==> src/rtl/rsme_pkg.sv <==
// rsme_pkg: shared types, opcode codes and sizes for the register machine executor
// no dependencies
`default_nettype none
package rsme_pkg;

  localparam int WORD_BITS        = 32;
  localparam int REG_COUNT        = 16;
  localparam int REG_IDX_BITS     = 4;
  localparam int FLAG_REG_INDEX   = 15;
  localparam int DATA_STACK_DEPTH = 256;
  localparam int CALL_STACK_DEPTH = 256;
  localparam int STK_IDX_BITS     = 8;
  localparam int STK_CNT_BITS     = 9;
  localparam int PC_BITS          = 16;
  localparam int PLEN_BITS        = 17;

  // opcodes
  localparam logic [5:0] OP_NIL  = 6'd0;
  localparam logic [5:0] OP_MV   = 6'd1;
  localparam logic [5:0] OP_ADD  = 6'd2;
  localparam logic [5:0] OP_SUB  = 6'd3;
  localparam logic [5:0] OP_MUL  = 6'd4;
  localparam logic [5:0] OP_DIV  = 6'd5;
  localparam logic [5:0] OP_MOD  = 6'd6;
  localparam logic [5:0] OP_CMP  = 6'd7;
  localparam logic [5:0] OP_JA   = 6'd8;
  localparam logic [5:0] OP_JZ   = 6'd9;
  localparam logic [5:0] OP_JL   = 6'd10;
  localparam logic [5:0] OP_JG   = 6'd11;
  localparam logic [5:0] OP_JNZ  = 6'd12;
  localparam logic [5:0] OP_JGE  = 6'd13;
  localparam logic [5:0] OP_JLE  = 6'd14;
  localparam logic [5:0] OP_PRN  = 6'd15;
  localparam logic [5:0] OP_JB   = 6'd16;
  localparam logic [5:0] OP_GB   = 6'd17;
  localparam logic [5:0] OP_SWP  = 6'd18;
  localparam logic [5:0] OP_SHR  = 6'd19;
  localparam logic [5:0] OP_SHL  = 6'd20;
  localparam logic [5:0] OP_AND  = 6'd21;
  localparam logic [5:0] OP_XOR  = 6'd22;
  localparam logic [5:0] OP_OR   = 6'd23;
  localparam logic [5:0] OP_NOT  = 6'd24;
  localparam logic [5:0] OP_INC  = 6'd25;
  localparam logic [5:0] OP_DEC  = 6'd26;
  localparam logic [5:0] OP_HLT  = 6'd27;
  localparam logic [5:0] OP_PSH  = 6'd28;
  localparam logic [5:0] OP_POP  = 6'd29;
  localparam logic [5:0] OP_BSR  = 6'd30;
  localparam logic [5:0] OP_NAND = 6'd31;
  localparam logic [5:0] OP_NXOR = 6'd32;
  localparam logic [5:0] OP_NOR  = 6'd33;
  localparam logic [5:0] OP_SN   = 6'd34;

  // error codes
  localparam logic [1:0] ERR_NONE  = 2'd0;
  localparam logic [1:0] ERR_DIV0  = 2'd1;
  localparam logic [1:0] ERR_STACK = 2'd2;
  localparam logic [1:0] ERR_OPC   = 2'd3;

  typedef struct packed {
    logic [5:0]           func;
    logic                 arg0_is_reg;
    logic [31:0]          arg0_value;
    logic                 arg1_is_reg;
    logic [31:0]          arg1_value;
    logic [31:0]          read_number;
  } in_word_t;

  typedef struct packed {
    logic [PC_BITS-1:0]   next_pc;
    logic                 done_res;
    logic                 print_valid;
    logic [31:0]          print_value;
    logic                 halted;
    logic [31:0]          exit_code;
    logic [1:0]           error;
  } out_word_t;

  // divider handshake
  typedef struct packed {
    logic                 start;
    logic [WORD_BITS-1:0] dividend;
    logic [WORD_BITS-1:0] divisor;
  } div_req_t;

  typedef struct packed {
    logic                 done;
    logic [WORD_BITS-1:0] quotient;
    logic [WORD_BITS-1:0] remainder;
  } div_rsp_t;

endpackage
`default_nettype wire

==> src/rtl/rsme_div.sv <==
// rsme_div: restoring divider, one quotient bit per cycle
// depends on rsme_pkg
`default_nettype none
module rsme_div (
  input  wire logic              clk,
  input  wire logic              rst_n,
  input  wire rsme_pkg::div_req_t req,
  output rsme_pkg::div_rsp_t      rsp
);
  import rsme_pkg::*;

  localparam int CNT_BITS = $clog2(WORD_BITS + 1);

  logic [WORD_BITS-1:0] quo_r, quo_nxt;
  logic [WORD_BITS-1:0] rem_r, rem_nxt;
  logic [WORD_BITS-1:0] dsr_r, dsr_nxt;
  logic [CNT_BITS-1:0]  cnt_r, cnt_nxt;
  logic                 busy_r, busy_nxt;
  logic                 done_r, done_nxt;
  logic [WORD_BITS:0]   trial;
  logic [WORD_BITS:0]   diff;

  // load on start, else one shift-subtract step while busy
  always_comb begin
    quo_nxt  = quo_r;
    rem_nxt  = rem_r;
    dsr_nxt  = dsr_r;
    cnt_nxt  = cnt_r;
    busy_nxt = busy_r;
    done_nxt = 1'b0;
    trial    = {rem_r, quo_r[WORD_BITS-1]};
    diff     = trial - {1'b0, dsr_r};
    if (req.start) begin
      quo_nxt  = req.dividend;
      rem_nxt  = '0;
      dsr_nxt  = req.divisor;
      cnt_nxt  = CNT_BITS'(WORD_BITS);
      busy_nxt = 1'b1;
    end else if (busy_r) begin
      if (!diff[WORD_BITS]) begin
        rem_nxt = diff[WORD_BITS-1:0];
        quo_nxt = {quo_r[WORD_BITS-2:0], 1'b1};
      end else begin
        rem_nxt = trial[WORD_BITS-1:0];
        quo_nxt = {quo_r[WORD_BITS-2:0], 1'b0};
      end
      cnt_nxt = cnt_r - 1'b1;
      if (cnt_r == CNT_BITS'(1)) begin
        busy_nxt = 1'b0;
        done_nxt = 1'b1;
      end
    end
  end

  always_ff @(posedge clk) begin
    if (!rst_n) begin
      busy_r <= 1'b0;
      done_r <= 1'b0;
      cnt_r  <= '0;
    end else begin
      busy_r <= busy_nxt;
      done_r <= done_nxt;
      cnt_r  <= cnt_nxt;
    end
    quo_r <= quo_nxt;
    rem_r <= rem_nxt;
    dsr_r <= dsr_nxt;
  end

  assign rsp.done      = done_r;
  assign rsp.quotient  = quo_r;
  assign rsp.remainder = rem_r;

  // done pulses only at the end of a run
  assert property (@(posedge clk) disable iff (!rst_n) done_r |-> !busy_r)
    else $error("divider done while busy");
  assert property (@(posedge clk) disable iff (!rst_n) req.start |=> busy_r)
    else $error("divider did not start");
  assert property (@(posedge clk) disable iff (!rst_n) done_r |=> !done_r)
    else $error("divider done held");

endmodule
`default_nettype wire

==> config.mk <==
export PLATFORM = sky130hd
export DESIGN_NAME = rsme_div
export DESIGN_NICKNAME = d
export VERILOG_FILES = /design/src/rtl/rsme_pkg.sv /design/src/rtl/rsme_div.sv
export SDC_FILE = /design/constraint.sdc
export NUM_CORES = 1
export LEC_CHECK = 0
export BUFFER_PORTS_ARGS = -buffer_cell sky130_fd_sc_hd__buf_2
export CORE_MARGIN = 2
export CORE_UTILIZATION = 55
export DETAILED_ROUTE_END_ITERATION = 8
export HOLD_SLACK_MARGIN = 0.03
export PLACE_DENSITY_LB_ADDON = 0.1
export RECOVER_POWER = 100
export SLEW_MARGIN = 20
export SYNTH_ARGS = -nofsm -noshare
export SYNTH_HDL_FRONTEND = slang
export SYNTH_SLANG_ARGS = --single-unit
==> constraint.sdc <==
create_clock -name clk -period 3.9 [get_ports clk]
set_input_delay 0 -clock clk [delete_from_list [all_inputs] [get_ports clk]]
set_output_delay 0 -clock clk [all_outputs]
set_load 0.005 [all_outputs]
== Word level (Yosys, flattened, before mapping) ==
Cells that the tools add are included.

* Register bits: 104
* Bits in latches: 0
* RAM bits: 0
* Memory bits (read-only): 0
* Bits of input ports: 67
* Memories: 0

* $add $sub $neg: 2
* Multiply operators: 0
* Divide/modulo/power cells: 0
* $lt $le $gt $ge: 0
* Equal/unequal tests: 1
* Shifts and indexed selects: 0
* Muxes and demuxes: 10
* Bitwise logic cells: 2
* Reduce and logical (&&, ||, !) cells: 3

{| class="wikitable"
|+ Operators by type and width
! operator !! number
|-
| $mux 32 || 3
|-
| $sub 33x32->33 || 1
|-
| $mux 6 || 2
|-
| $eq 6x1->1 const B || 1
|-
| $sub 6x1->6 const B || 1
|-
| $mux 1 || 5
|-
| $reduce_or 3->1 || 1
|-
| $not 1->1 || 2
|-
| $reduce_bool 2->1 || 1
|-
| $reduce_or 2->1 || 1
|}

== Logic depth before layout (Yosys ltp) ==
Gate-level depths: netlist of the first run.

* Word-level depth: 4
* Depth in mapped cells: 13
* Gate-level depth less buffers: 12

== Least setup slack after synthesis of the first run ==
No wires, ideal clock.

* Path kind: reg2reg
* Start point: register quo_r[31]
* End point: register rem_r[22]
* Setup time: 0.086 ns
* Arrival time: 3.139 ns
* Path slack: 0.676 ns
* Stages on the path, launching flop included: 13
* Clock period less this slack: 3.224 ns
* Path through: edfxtp_1 -> inv_1 -> ha_1 -> fa_1 -> nand2b_1 -> a21oi_1 -> o2111ai_1 -> and2_1 -> nor4_1 -> o211ai_2 -> nand3_4 -> mux2_2 -> a211oi_1

* Longest elaborated chain between the ends: 2

{| class="wikitable"
|+ RTL lines
! element !! RTL line !! text
|-
| start, declared || rsme_div.sv:14 || <nowiki>logic [WORD_BITS-1:0] quo_r, quo_nxt;</nowiki>
|-
| start signal, assigned || rsme_div.sv:65 || <nowiki>quo_r <= quo_nxt;</nowiki>
|-
| $sub 33x32->33 || rsme_div.sv:32 || <nowiki>diff = trial - {1'b0, dsr_r};</nowiki>
|-
| $mux 32 || rsme_div.sv:40 || <nowiki>if (!diff[WORD_BITS]) begin</nowiki>
|-
| end signal, assigned || rsme_div.sv:66 || <nowiki>rem_r <= rem_nxt;</nowiki>
|-
| end, declared || rsme_div.sv:15 || <nowiki>logic [WORD_BITS-1:0] rem_r, rem_nxt;</nowiki>
|}

No other way between the ends.
A chain may end at the register's enable or synchronous reset.

== Worst setup path in the final report of the first run ==
* Start point: register quo_r[31]
* End point: register rem_r[5]

The elaborated chain is that of the path after synthesis.

==> results of run 1 <==
[routing by layer]
metal / wire length [µm] / up-vias
li1: - / 2434
met1: 6210 / 2278
met2: 6690 / 148
met3: 979 / 13
met4: 157 / 0
met5: 0 / -
[cells by family after synthesis]
group,after synthesis,share of synthesized area [%]
muxes,57,10.3
buffers and inverters,68,5.13
xor gates and xnor gates,31,4.60
DFF,104,46.1
adders and majority gates,35,7.54
AOI/OAI and AO/OA,132,15.2
and+or+nand+nor,134,11.0
[layout make-up]
class                           instances  area [µm²]  area share (%)
Tap cell                              136         170            2.29
Clock buffer                           10         149            2.00
Multi-Input combinational cell        389        2880            38.7
Timing Repair Buffer                  202        1300            17.4
Sequential cell                       104        2720            36.6
Clock inverter                          6        52.6           0.706
Inverter                               46         173            2.32
[power groups by stage]
| stage | combinational (µW) | sequential [µW] | clock [µW] |
|---|---|---|---|
| after floorplan | 507 | 1360 | 0 |
| after global placement | 684 | 1370 | 0 |
| after detailed placement | 700 | 1370 | 0 |
| after CTS | 754 | 1340 | 723 |
| after global routing | 840 | 1360 | 762 |
| final | 753 | 1350 | 704 |
[registers in the layout, indices dropped and copies added, names as in the netlist]
name    cells
busy_r      1
cnt_r       6
done_r      1
dsr_r      32
quo_r      32
rem_r      32
[metrics by stage]
step                      util [%]  cell area [µm²]  total power [µW]
after detailed placement      64.1             6650              2070
after floorplan                  -             5900              1860
after CTS                     72.3             7500              2820
after global placement        64.1             6650              2050
after global routing          71.8             7440              2960
final                         71.8             7440              2810
[worst max-delay path, cell delays in order, from the launching register on]
cell and delay (ns):
edfxtp_1 0.36, inv_1 0.06, ha_1 0.22, fa_1 0.41
nand2b_1 0.18, a21oi_1 0.25, o2111ai_1 0.18, and2_1 0.26
nor4_1 0.29, buf_4 0.18, or4_4 0.14, nand3_4 0.25
buf_4 0.31, mux2i_1 0.14, a211oi_1 0.25
[repair_timing]
| item | in CTS | in global routing |
|---|---|---|
| setup buffers | 0 | 0 |
| endpoints found under the hold margin | 72 | 0 |
| gates resized for setup | 0 | 0 |
| hold buffers | 65 | 0 |
[cells in the final DEF, fill, tap and decap left out, drive strengths merged, types with 11 or more instances in the layout]
| master | count |
|---|---|
| edfxtp | 64 |
| nor2 | 45 |
| dfxtp | 40 |
| nand2 | 36 |
| nand3 | 11 |
| inv | 51 |
| buf | 95 |
| mux2i | 25 |
| mux2 | 32 |
| dlygate4sd3 | 65 |
| a21oi | 32 |
| ha | 34 |
| a21o | 12 |
| clkbuf | 52 |
| a211oi | 28 |
| o21ai | 16 |
| xnor2 | 21 |
[worst min-delay path by stage]
stage                       start  slack [ns]        end
after global routing       req[2]        0.28   dsr_r[2]
after global placement    req[14]        0.18  dsr_r[14]
final                     req[25]        0.30  dsr_r[25]
after floorplan            req[0]         0.1   dsr_r[0]
after CTS                 req[64]        0.15   dsr_r[5]
after detailed placement  req[27]        0.18  dsr_r[27]
==> impl_results.md, run 1 <==
* Antenna-violating nets left at 0
* Initial antenna violation count at 0
* TritonRoute pass-1 iters at 4
* Reg clk slew, reported paths at 0.11 ns
* Core Region at ~10000 µm²
* DRC viols at 0
* Top FF cell, synth: edfxtp_1
* Crit path kind: flip-flop to flip-flop
* Die H at 108 µm
* Syn Area/Cell at 10.5 µm²
* I/O Buffers at 131
* Pin slew with the least headroom to its limit at 2.88 ns
* RSZ-0062 raised after global routing: false
* Number of global-route vias before repair at a little under 5000
* Met1 Usage GRT at between 30% and 40%
* Ys async rst share at 0%
* Worst Clk Skew at 0.0210 ns
* Most common cell in the netlist: edfxtp_1
* Synth Warn # at 0
* M2 GR Usage at 42.6%
* Die ar. at 11600 µm²
* Max Slew Vio Count at between 50 and 60
* FILL cells at ~780
* Max_cap viols at 1
* Synth unique cells at 58
* Peak supply drop at approximately 0.37 mV
* Status: complete, but fails checks
* Setup slack at placement at 0.404 ns
* Reg2reg start: quo_r[31]
* Synth Register Bits at 104
* Reg2Reg Setup Slack at roughly 0.32 ns
* Final min period at about 3.6 ns
* Slew headroom at -91.9%
* R2R Path End: rem_r[5]
* Pwr/cell area at 377 nW/µm²
* Syn nets at 663
* Nets at 854
* Grt ovf at 0
* Switch Pwr at 883 µW
* Via Count at 4873
* Starting Density at a little under three fifths
* Layout cells sized above 1 at roughly a fifth
* Gate power share at ~27%
* Crit share post-route at 91.8%
* Synth top area share at 32.5%
* Final cell count without fillers at 893
* Worst Path Arrival at 3.88 ns
* Setup violators final at 0
* Global route hottest layer: met2
* Total wire length at 14.0 mm
* Final setup margin at roughly 0.32 ns
* Largest area contributor in the netlist: edfxtp_1
* I/O Pins at 132
* Setup TNS at 0 ns
* GRT Util Overall at 25.5%
* Static Leakage at 0.00333 µW
* Fmax at 279 MHz
* Routed vias/inst at 5.46
* CP Launch Type: flip-flop
* Hold slack at 0.300 ns
* Clk network pwr share at 25.1%
* Die X at 108 µm
* Sw Ratio at between 30% and 40%
* TritonCTS Buffers at 9
* Critical Path Source: quo_r[31]
* Failing checks: capacitance limit, slew limit
* Synth area leaders: edfxtp_1, dfxtp_1, ha_1, mux2_2, mux2i_1
* Critical path capture point type: flip-flop
* Crit path to: rem_r[5]
* WL/cell at 15.7 µm
* Clk sink count at 104
* Largest net degree at the start of global routing at 58
* Synth top cells by count: edfxtp_1, inv_1, nor2_1
* Post-synth EDFFs at 64
* Seq pwr share at around 48%
* RD Place Congestion at 0.851
* First-pass GRT wire length at ~23 mm
* Worst Reg-to-Reg Cells at 14
* Placed Instances at 812
* ANT cells at 0
* Sequential-to-total area share from yosys stat at between 40% and 50%
* Internal power at 1920 µW
* WHS Path Cells at 2
* DP Wirelength at 9.38 mm
* Cells after synthesis at 561
* Mapped Area at approximately 5900 µm²
* Final hold violation count at 0
* Root Driver: clkbuf_8
* CP max FO at 18
* DR iter-0 viols at ~200
* Clock Tree Buf Depth at 2
* Hold Path Class: input pin to flip-flop
* Syn-to-layout area delta at 26.1%
* Critical Path RT at ~4.2 ns
* Cell row count at 37
* Worst-Skew Late Latency at 0.40 ns
* Met3 usage at 8.72%
* TritonCTS clock tree: done
* H-tree lvl count at 3
Power figures use the tool's default switching activity.
==> inputs of run 2 (changes only) <==
--- a/config.mk
+++ b/config.mk
@@ -10,7 +10,7 @@
 export CORE_UTILIZATION = 55
 export DETAILED_ROUTE_END_ITERATION = 8
 export HOLD_SLACK_MARGIN = 0.03
-export PLACE_DENSITY_LB_ADDON = 0.1
+export PLACE_DENSITY = 0.88
 export RECOVER_POWER = 100
 export SLEW_MARGIN = 20
 export SYNTH_ARGS = -nofsm -noshare
==> run 2 against run 1 <==
Compared with the run above: the flow still finishes with violations (capacitance limit, slew limit); critical path depth stayed put; wire length increased by 4.2%; highest routed layer unchanged; fmax down 3.6%; largest power group unchanged; largest cell class unchanged.
==> impl_results.md, run 2 (synthesized netlist as in run 1, its figures left out) <==
* Number of global-route vias before repair at 5131
* Grt ovf at 0
* Largest stage delay, worst path at ~0.4 ns
* Critical Path RT at 4.14 ns
* Crit-path cells: inv_1, ha_1, fa_1, nand2b_1, a21oi_1, o2111ai_1, and2_1, nor4_1, buf_4, o211ai_2, nand3_4, buf_4, mux2i_1, a211oi_1
* Max Slew Vio Count at 33
* I/O Buffers at 131
* Commonest non-fill, non-tap cells in the layout: buf_2, dlygate4sd3_1, edfxtp_1
* Cell row count at 37
* TritonCTS clock tree: done
* Worst Clk Skew at 0.0180 ns
* CP max FO at 18
* RSZ-0062 raised after global routing: false
* TritonRoute pass-1 iters at 5
* Placed inst area at 6650 µm²
* Clock Tree Buf Depth at 2
* RD Place Congestion at 0.882
* H-tree lvl count at 3
* Core Region at 10400 µm²
* Reg clk slew, reported paths at 0.10 ns
* Layout cells sized above 1 at 21.5%
* Final min period at 3.71 ns
* Starting Density at 56.9%
* Reg2Reg Setup Slack at 0.19 ns
* Root Driver: clkbuf_8
* ANT cells at 0
* Slew headroom at -11.0%
* Setup TNS at 0 ns
* Largest regs: dsr_r x32, quo_r x32, rem_r x32
* Die ar. at 11600 µm²
* Worst Reg-to-Reg Cells at 14
* I/O Pins at 132
* Most frequent CP cell: buf_4
* GRT Util Overall at about a quarter
* Routed vias/inst at 5.63
* Final hold violation count at 0
* Cell area after layout at 7460 µm²
* Pin slew with the least headroom to its limit at 1.67 ns
* Worst Path Arrival at 3.96 ns
* TritonCTS Buffers at 9
* WL/cell at 16.4 µm
* Largest net degree at the start of global routing at 64
* Static Leakage at 0.00336 µW
* Final cell count without fillers at 893
* Total wire length at about 15 mm
* DP Wirelength at 9.99 mm
* Fmax at roughly 270 MHz
* Via Count at 5031
* R2R Path End: rem_r[4]
* Peak supply drop at 0.385 mV
* Critical path capture point type: flip-flop
* Crit path kind: flip-flop to flip-flop
* Hold Path Class: input pin to flip-flop
* Die H at 108 µm
* Syn-to-layout area delta at 26.3%
* Critical-path cell with the highest stage delay: fa_1
* Pwr/cell area at about 380 nW/µm²
* Crit share post-route at 95.2%
* Crit path to: rem_r[4]
* Status: complete, but fails checks
* Setup violators final at 0
* Clk sink count at about 100
* Die X at between 100 and 150 µm
* DR iter-0 viols at 316
* Number of gates resized after cts at 0
* Final setup margin at roughly 0.19 ns
* First-pass GRT wire length at about 24 mm
* Max_cap viols at 1
* Antenna-violating nets left at 0
* Setup slack at placement at 0.342 ns
* Nets at 854
* Critical Path Source: quo_r[31]
* Reg2reg start: quo_r[31]
* Failing checks: capacitance limit, slew limit
* Placed Instances at around 810
* Initial antenna violation count at 0
* Commonest non-fill, non-tap cell in the layout: buf_2
* DRC viols at 0
* Worst-Skew Late Latency at 0.39 ns
* CP Launch Type: flip-flop
==> run 2: cell types whose count changed in the layout (fill, tap and decap cells not counted), sizes merged <==
cell,delta
buf,+11
bufinv,+1
clkbuf,-12
clkinv,+2
inv,-2
==> run 2: worst min path at each step <==
stage,end,cells past startpoint,slack (ns),from
6_report,rem_r[1],2,0.17,req[64]
5_1_grt,rem_r[0],2,0.19,req[64]
4_1_cts,rem_r[1],2,0.17,req[64]
3_5_place_dp,dsr_r[15],1,0.18,req[15]
3_3_place_gp,dsr_r[11],1,0.18,req[11]
2_1_floorplan,dsr_r[0],0,0.1,req[0]
==> run 2: report_power, final <==
| group | switching, µW | total (µW) | internal, µW | leakage, µW |
|---|---|---|---|---|
| combinational | 410 | 773 | 363 | 0.00229 |
| sequential | 68.6 | 1350 | 1280 | 0.000965 |
| clock | 391 | 696 | 305 | 0.000106 |
| total | 870 | 2810 | 1940 | 0.00336 |
==> run 2: timing repair <==
action	in CTS	in global routing
hold buffers	65	0
hold endpoints to repair	72	0
buffers inserted	0	0
==> run 2: through the flow <==
stage | util, % | total power, µW | hold WS [ns]
5_1_grt | 71.9 | 2950 | 0.191
3_5_place_dp | 64.1 | 2080 | 0.178
6_report | 71.9 | 2810 | 0.168
4_1_cts | 72.3 | 2820 | 0.165
3_3_place_gp | 64.1 | 2040 | 0.177
2_1_floorplan | - | 1860 | 0.0989
==> run 2: layout make-up <==
| type | instances | area (µm²) |
|---|---|---|
| fillers | 756 | 2910 |
| multi-input cells | 389 | 2880 |
| flip-flops and latches | 104 | 2720 |
| repair buffers | 202 | 1310 |
| inverters | 46 | 173 |
| well taps | 136 | 170 |
| clock buffers | 9 | 124 |
| clock inverters | 7 | 77.6 |
==> run 2: worst max-delay path, delay by kind of cell (launching register included) <==
kind / cells / cell delay [ns]
mux: 1 / 0.28
fa+ha+maj: 2 / 0.63
flops: 1 / 0.36
compound gates: 4 / 0.73
simple gates: 4 / 1.03
buf+inv: 3 / 0.53
==> run 2: layer usage <==
layer	vias up	GRT usage, %	part of all wire [%]
met4	0	9.71	2.3
met5	-	0	0
met2	178	45.6	50
met3	28	7.32	6.6
met1	2379	30.7	41
li1	2446	-	-
==> inputs of run 3 (changes only) <==
--- a/config.mk
+++ b/config.mk
@@ -8,10 +8,12 @@
 export BUFFER_PORTS_ARGS = -buffer_cell sky130_fd_sc_hd__buf_2
 export CORE_MARGIN = 2
 export CORE_UTILIZATION = 55
+export CTS_CLUSTER_SIZE = 20
 export DETAILED_ROUTE_END_ITERATION = 8
 export HOLD_SLACK_MARGIN = 0.03
 export PLACE_DENSITY = 0.88
 export RECOVER_POWER = 100
+export REMOVE_ABC_BUFFERS = 1
 export SLEW_MARGIN = 20
 export SYNTH_ARGS = -nofsm -noshare
 export SYNTH_HDL_FRONTEND = slang
==> run 3 against run 2 <==
Compared with the run above: fmax grew 2.9%; via count grew 0.32%; the flow still finishes with violations (capacitance limit, slew limit); critical endpoint is now rem_r[3]; count of clock-buffer cells in the layout is the same; combinational power is essentially flat; clock skew is essentially flat; sequential share of layout area grew 0.13 points.
==> impl_results.md, run 3 (synthesized netlist as in run 1, its figures left out) <==
* Switch Pwr at 900 µW
* Commonest non-fill, non-tap cell in the layout: buf_2
* Crit path kind: flip-flop to flip-flop
* Max_cap viols at 1
* GRT Util Overall at 26.4%
* Number of global-route vias before repair at 5040
* Number of gates resized after cts at 0
* Placed Instances at slightly above 800
* Total wire length at 15.1 mm
* Worst-Skew Late Latency at 0.39 ns
* Worst path top cell family by delay: simple AND/OR/NAND/NOR gates
* First-pass GRT wire length at 24.0 mm
* WL/cell at around 17 µm
* FILL cells at slightly below 800
* Layout cells sized above 1 at 19.0%
* DR iter-0 viols at 352
* Starting Density at 56.9%
* Clock Tree Buf Depth at 2
* DRC viols at 0
* Core Region at 10400 µm²
* Peak supply drop at 0.268 mV
* Worst Clk Skew at 0.0177 ns
* Max Slew Vio Count at 62
* Pin slew with the least headroom to its limit at 3.05 ns
* Pwr Total at 2790 µW
* Internal power at 1890 µW
* RSZ-0062 raised after global routing: false
* Setup TNS at 0 ns
* Worst path bufs/invs at 3
* Clk sink count at between 100 and 150
* DP Wirelength at 9.72 mm
* TritonRoute pass-1 iters at 5
* Crit share post-route at 92.5%
* Syn-to-layout area delta at 25.9%
* Cell row count at 37
* CP Launch Type: flip-flop
* Clk network pwr share at 23.9%
* Antenna-violating nets left at 0
* I/O Pins at between 100 and 150
* Final min period at 3.61 ns
* Die ar. at 11600 µm²
* Initial antenna violation count at 0
* Fmax at 277 MHz
* CP max FO at 11
* Root Driver: clkbuf_8
* TritonCTS clock tree: done
* Die H at around 110 µm
* Via Count at 5047
* Seq pwr share at 48.3%
* Hold Path Class: input pin to flip-flop
* Pwr/cell area at 375 nW/µm²
* Worst Path Arrival at 3.85 ns
* Crit-path cells: inv_1, ha_1, fa_1, nand2b_1, a21oi_1, o2111ai_1, and2_1, nor4_1, buf_4, o211ai_2, nand3_4, buf_4, mux2i_1, a211oi_1
* Slew headroom at -104%
* Largest regs: dsr_r x32, quo_r x32, rem_r x32
* Final hold violation count at 0
* RD Place Congestion at 0.883
* Static Leakage at 0.00329 µW
* Setup slack at placement at 0.304 ns
* Sw Ratio at 32.3%
* Status: complete, but fails checks
* Largest stage delay, worst path at 0.41 ns
* Critical path capture point type: flip-flop
* Gate power share at 27.8%
* Most frequent CP cell: buf_4
* Reg clk slew, reported paths at about 0.11 ns
* TritonCTS Buffers at 9
* Final cell count without fillers at 894
* I/O Buffers at 131
* Setup violators final at 0
* Critical Path RT at between 4 and 5 ns
* Die X at 108 µm
* H-tree lvl count at 3
* ANT cells at 0
* Nets at 855
* Failing checks: capacitance limit, slew limit
* Final setup margin at a little under 0.3 ns
* Critical-path cell with the highest stage delay: fa_1
* Routed vias/inst at 5.65
* Grt ovf at 0
* Commonest non-fill, non-tap cells in the layout: buf_2, dlygate4sd3_1, edfxtp_1
* Largest net degree at the start of global routing at 63
run 3: changes by cell type in the layout (fill, tap and decap cells not counted), moves of 2 or more:
cell	delta
buf_4	-2
mux2_1	+2
buf_2	-17
clkbuf_1	+17
clkinv_2	-2
mux2_2	-2
run 3: per-stage QoR:
stage	hold WS, ns	area (µm²)	util [%]
after detailed placement	0.178	6650	64.1
after floorplan	0.0691	5770	-
final	0.311	7430	71.7
after CTS	0.179	7490	72.2
after global placement	0.176	6650	64.1
after global routing	0.289	7430	71.7
run 3: area by class of cell:
cell class | instances | area [µm²] | share of cell area [%]
clock buffers | 9 | 124 | 1.67
repair buffers | 202 | 1290 | 17.3
inverters | 46 | 173 | 2.32
flip-flops and latches | 104 | 2720 | 36.6
well taps | 136 | 170 | 2.29
clock inverters | 7 | 65.1 | 0.875
multi-input cells | 390 | 2890 | 38.9
run 3: per-layer routing:
metal  up-vias  wire length, µm  part of all wire (%)  global-route usage (%)
li1       2433                -                     -                       -
met1      2400             6230                    41                    31.9
met2       183             7640                    51                    46.2
met3        31              900                   6.0                    6.54
met4         0              320                   2.1                    8.42
met5         -                0                     0                       0
run 3: final timing paths:
kind / startpoint / end / slack (ns) / cells past startpoint
min reg2reg: cnt_r[0] / cnt_r[0] / 0.52 / 2
max reg2reg: quo_r[31] / rem_r[3] / 0.29 / 14
min: req[7] / dsr_r[7] / 0.31 / 2
max: quo_r[31] / rem_r[3] / 0.29 / 14
run 3: what timing repair did:
action	CTS	global route
setup endpoints to repair	0	7
buffers inserted	0	0
hold buffers	65	0
endpoints found under the hold margin	72	0
run 3: power groups by stage:
stage	clock, µW	combinational [µW]	sequential, µW
floorplan	0	469	1370
global placement	0	682	1360
detailed placement	0	710	1360
CTS	675	767	1340
global route	722	855	1360
finish	665	775	1340
